[src/rtl/point_height_grid_binning_defines.svh]
// Assertion macros shared by the point height grid binning block.
`ifndef POINT_HEIGHT_GRID_BINNING_DEFINES_SVH
`define POINT_HEIGHT_GRID_BINNING_DEFINES_SVH

// Same-cycle implication, clocked on i_clk, off during reset.
`define PHGB_ASSERT_IMP(lbl, ante, cons, msg) \
    lbl: assert property (@(posedge i_clk) disable iff (!i_rst_n) (ante) |-> (cons)) \
        else $error(msg);

// Next-cycle implication, clocked on i_clk, off during reset.
`define PHGB_ASSERT_NXT(lbl, ante, cons, msg) \
    lbl: assert property (@(posedge i_clk) disable iff (!i_rst_n) (ante) |=> (cons)) \
        else $error(msg);

`endif

[src/rtl/phgb_queue.sv]
// Short FIFO that decouples the classifying front from the cell update back.
`timescale 1ns / 1ps

module phgb_queue #(
    parameter int WIDTH = 8,
    parameter int DEPTH = 4
) (
    input  logic             i_clk,
    input  logic             i_rst_n,
    input  logic             i_push,
    input  logic [WIDTH-1:0] i_data,
    output logic             o_full,
    input  logic             i_pop,
    output logic [WIDTH-1:0] o_head,
    output logic             o_empty
);

    localparam int PW   = DEPTH > 1 ? $clog2(DEPTH) : 1;
    localparam int CNTW = $clog2(DEPTH + 1);

    logic [WIDTH-1:0] r_mem [DEPTH];
    logic [PW-1:0]    r_wp;
    logic [PW-1:0]    r_rp;
    logic [CNTW-1:0]  r_cnt;

    always_ff @(posedge i_clk) begin
        if (!i_rst_n) begin
            r_wp  <= '0;
            r_rp  <= '0;
            r_cnt <= '0;
        end else begin
            if (i_push) begin
                r_wp <= (r_wp == PW'(DEPTH - 1)) ? '0 : r_wp + 1'b1;
            end
            if (i_pop) begin
                r_rp <= (r_rp == PW'(DEPTH - 1)) ? '0 : r_rp + 1'b1;
            end
            if (i_push && !i_pop) begin
                r_cnt <= r_cnt + 1'b1;
            end else if (!i_push && i_pop) begin
                r_cnt <= r_cnt - 1'b1;
            end
        end
    end

    always_ff @(posedge i_clk) begin
        if (i_push) begin
            r_mem[r_wp] <= i_data;
        end
    end

    assign o_head  = r_mem[r_rp];
    assign o_full  = (r_cnt == CNTW'(DEPTH));
    assign o_empty = (r_cnt == '0);

endmodule

[config.mk]
export PLATFORM = sky130hd
export DESIGN_NAME = phgb_queue
export DESIGN_NICKNAME = d
export VERILOG_FILES = /design/src/rtl/point_height_grid_binning_defines.svh /design/src/rtl/phgb_queue.sv
export SDC_FILE = /design/constraint.sdc
export NUM_CORES = 1
export LEC_CHECK = 0
export ABC_AREA = 1
export BUFFER_PORTS_ARGS = -buffer_cell sky130_fd_sc_hd__buf_2
export CAP_MARGIN = 20
export CORE_AREA = 2 2 64 66
export CTS_CLUSTER_SIZE = 20
export DETAILED_ROUTE_END_ITERATION = 12
export DIE_AREA = 0 0 66 68
export PLACE_DENSITY = 0.6
export SLEW_MARGIN = 20
export SYNTH_ARGS = -nofsm -noshare
export SYNTH_HDL_FRONTEND = slang
export SYNTH_SLANG_ARGS = --single-unit
[constraint.sdc]
create_clock -name i_clk -period 3.5 [get_ports i_clk]
set_clock_uncertainty 0.15 [all_clocks]
set_input_delay 0.525 -clock i_clk [delete_from_list [all_inputs] [get_ports i_clk]]
set_output_delay 0.525 -clock i_clk [all_outputs]
set_load 0.02 [all_outputs]
==> impl_metrics.csv <==
group,metric,value,unit
floorplan,die_h,68,um
synth,ys_seq_elements,41,
synth,ys_warn_count,0,
synth,syn_area,1650,sq um
critical_path,rrSetupSlack,2.01,ns
critical_path,crit_required,2.82,ns
worst_hold_path,worstHoldEndpoint,"r_mem[3][2]",
pwr,switching_share,24.0,%
pwr,pwr-share-seq,53.7,%
synth,yosysSeqAreaShare,69.1,%
pwr,p_switching,256,uW
floorplan,ios,22,
sta,finalMaxSlewViolations,0,
critical_path,crit_fanout,17,
worst_hold_path,hold_depth,1,
cells_and_area,finalNonFillerCells,212,
clock_tree,clockRootBuffer,"clkbuf_8",
critical_path,cp_slowest_stage_delay,0.69,ns
floorplan,core.rowCount,23,
job,maxCapViolCount,0,
sta,rsz0062_at_grt,"no",
clock_tree,clock_sinks,41,
detailed_routing,drtPass1Iterations,4,
floorplan,core,3860,sq um
floorplan,fp.dieW,66,um
sta,hold_viol,0,
global_routing,track_usage,15.0,%
pwr,ir_drop,0.274,mV
cells_and_area,fin_nets,180,
clock_tree,numCtsBuffers,5,
sta,finalCritPeriodShare,68.7,%
clock_tree,cts_tree,"built",
clock_tree,hold_buffers,0,
clock_tree,cts_htree_levels,2,
cells_and_area,regArea,1140,sq um
worst_hold_path,hold_path_startpoint,"i_data[2]",
critical_path,critical-path-slowest-cell,"dfxtp_1",
detailed_routing,via_per_inst,4.99,
detailed_routing,drcViolationCount,0,
critical_path,worstSetupPathType,"register to output pin",
cells_and_area,multi_input_area,428,sq um
worst_hold_path,hold_class,"input port to register",
global_routing,grt_pass1_wl,4750,um
synth,synth.avg_cell_area,12.2,sq um
critical_path,end_kind,"output pin",
floorplan,initial_core_util,42.8,%
floorplan,dieArea,4490,sq um
global_routing,first_global_vias,1019,
detailed_routing,drt_iter0_drc,60,
critical_path,arrival,1.73,ns
sta,setup_viol,0,
global_routing,grt.overflow.total,0,
place,dpl-instance-area,1800,sq um
place,portBuffers,21,
sta,final.setup.tns,0,ns
critical_path,timing.rr.end,"r_mem[1][5]",
critical_path,crit-reg2reg-launch,"r_wp[1]",
pwr,p_leak,0.766,nW
sta,fmax,416,MHz
detailed_routing,wl_per_cell,13.8,um
cells_and_area,nFillCells,368,
place,gp_congestion,0.702,
global_routing,antenna_found_initial,0,
synth,synthCells,135,
critical_path,reg2regPathDepth,4,
detailed_routing,antenna_left,0,
global_routing,grt_max_degree,18,
critical_path,cp_top_family,"flip-flops",
pwr,combPwrFrac,12.4,%
place,place_hpwl,2010,um
sta,min_period,2.41,ns
pwr,p_per_area,559,nW/um^2
pwr,intPower,809,uW
detailed_routing,vias,1058,
clock_tree,cts-resized-gates,0,
detailed_routing,routed_wl,2920,um
pwr,clkPwrFrac,34.0,%
sta,worstMarginPinSlew,0.573,ns
clock_tree,cts_setup_buffers,0,
sta,relSlewSlack,61.7,%
synth,synth_nets,154,
cells_and_area,final_cell_area,1900,sq um
place,dp.cells,204,
cells_and_area,area_growth,15.3,%
cells_and_area,drive_above_1_share,20.4,%
critical_path,crit_buf_inv,2,
synth,ys_types,19,
clock_tree,cts_buffer_depth,2,
cells_and_area,diodes,0,
clock_tree,insertion_delay,0.29,ns
outcome,status,"complete, no violations",
clock_tree,clk_pin_slew,0.07,ns
critical_path,start_kind,"register",
critical_path,crit_path_cell_trace,"inv_2, o21ai_0, o22ai_1, buf_2",
## cells in the final DEF, fill, tap and decap left out
master     count
clkinv_2       1
nand2_1        8
bufinv_16      1
o21ai_2        2
clkbuf_1       1
o22ai_1        8
nand3_1        1
nor2_2         2
edfxtp_1      32
buf_2         21
nor2_1        22
dfxtp_1        9
inv_1         15
ha_1           6
nand4_1        1
o21ai_1        2
inv_2          1
fa_1           1
clkbuf_8       5
o21ai_0       15
xor2_1         1
nor3_1         4
a21oi_1        3
## how the worst max path moves through the flow
stage	from	end	cells past startpoint
floorplan	i_pop	r_cnt[2]	10
global placement	register	o_head[2]	4
detailed placement	register	o_head[4]	4
CTS	register	o_head[4]	4
global route	register	o_head[2]	4
finish	register	o_head[4]	4
## cell usage after synthesis, drive strengths merged
library cell	n	area share, %
buf	2	1.4
nor2	24	5.8
inv	16	3.6
a21oi	3	0.91
nand4	1	0.38
nor3	4	1.2
dfxtp	9	11
xor2	1	0.53
nand3	1	0.30
o21ai	19	6.2
fa	1	1.2
nand2	8	1.8
edfxtp	32	58
o22ai	8	3.0
ha	6	4.5
## per-layer routing
| layer | wire length [um] | global-route usage, % | up-vias |
|---|---|---|---|
| li1 | - | - | 523 |
| met1 | 1260 | 18.3 | 508 |
| met2 | 1470 | 24.0 | 20 |
| met3 | 109 | 3.45 | 7 |
| met4 | 80 | 9.95 | 0 |
| met5 | 0 | 0 | - |
## state kept, by name (all words and copies together), names as in the netlist, named ones only
| signal | count |
|---|---|
| r_cnt | 3 |
| r_mem | 32 |
| r_rp | 2 |
| r_wp | 2 |
## kinds of logic after synthesis
group,count (synthesis),synth area share [%]
DFF,41,69.1
and+or+nand+nor,38,9.47
AOI/OAI and AO/OA,30,10.2
buffers and inverters,18,5.00
adders and majority gates,7,5.76
xor gates and xnor gates,1,0.530
## layout make-up
cell class / count / share of cell area (%)
clock buffers: 6 / 3.81
clock inverters: 2 / 1.84
inverters: 16 / 3.15
multi-input cells: 76 / 22.5
flip-flops and latches: 41 / 59.9
well taps: 50 / 3.29
repair buffers: 21 / 5.52
## worst reg2reg max path, stage by stage (launching register included)
cell     delay (ns)
dfxtp_1        0.34
inv_1          0.11
ha_1           0.16
nand2_1        0.06
inv_1          0.33
## power by group through the flow
stage	Sequential (mW)	Combinational (mW)	Clock (mW)
finish	0.571	0.132	0.362
global route	0.575	0.149	0.391
CTS	0.572	0.133	0.370
detailed placement	0.582	0.132	0
global placement	0.581	0.127	0
floorplan	0.575	0.0930	0
## stage by stage
| stage | utilization, % | total power [mW] | hold slack (ns) | setup WS, ns |
|---|---|---|---|---|
| finish | 49.4 | 1.06 | 0.301 | 1.09 |
| global route | 49.4 | 1.11 | 0.294 | 0.900 |
| CTS | 49.4 | 1.07 | 0.291 | 1.08 |
| detailed placement | 46.6 | 0.715 | 0.394 | 1.40 |
| global placement | 46.6 | 0.708 | 0.358 | 1.49 |
| floorplan | - | 0.669 | 0.340 | 1.77 |
No activity file was read; power rests on OpenSTA's default activity.
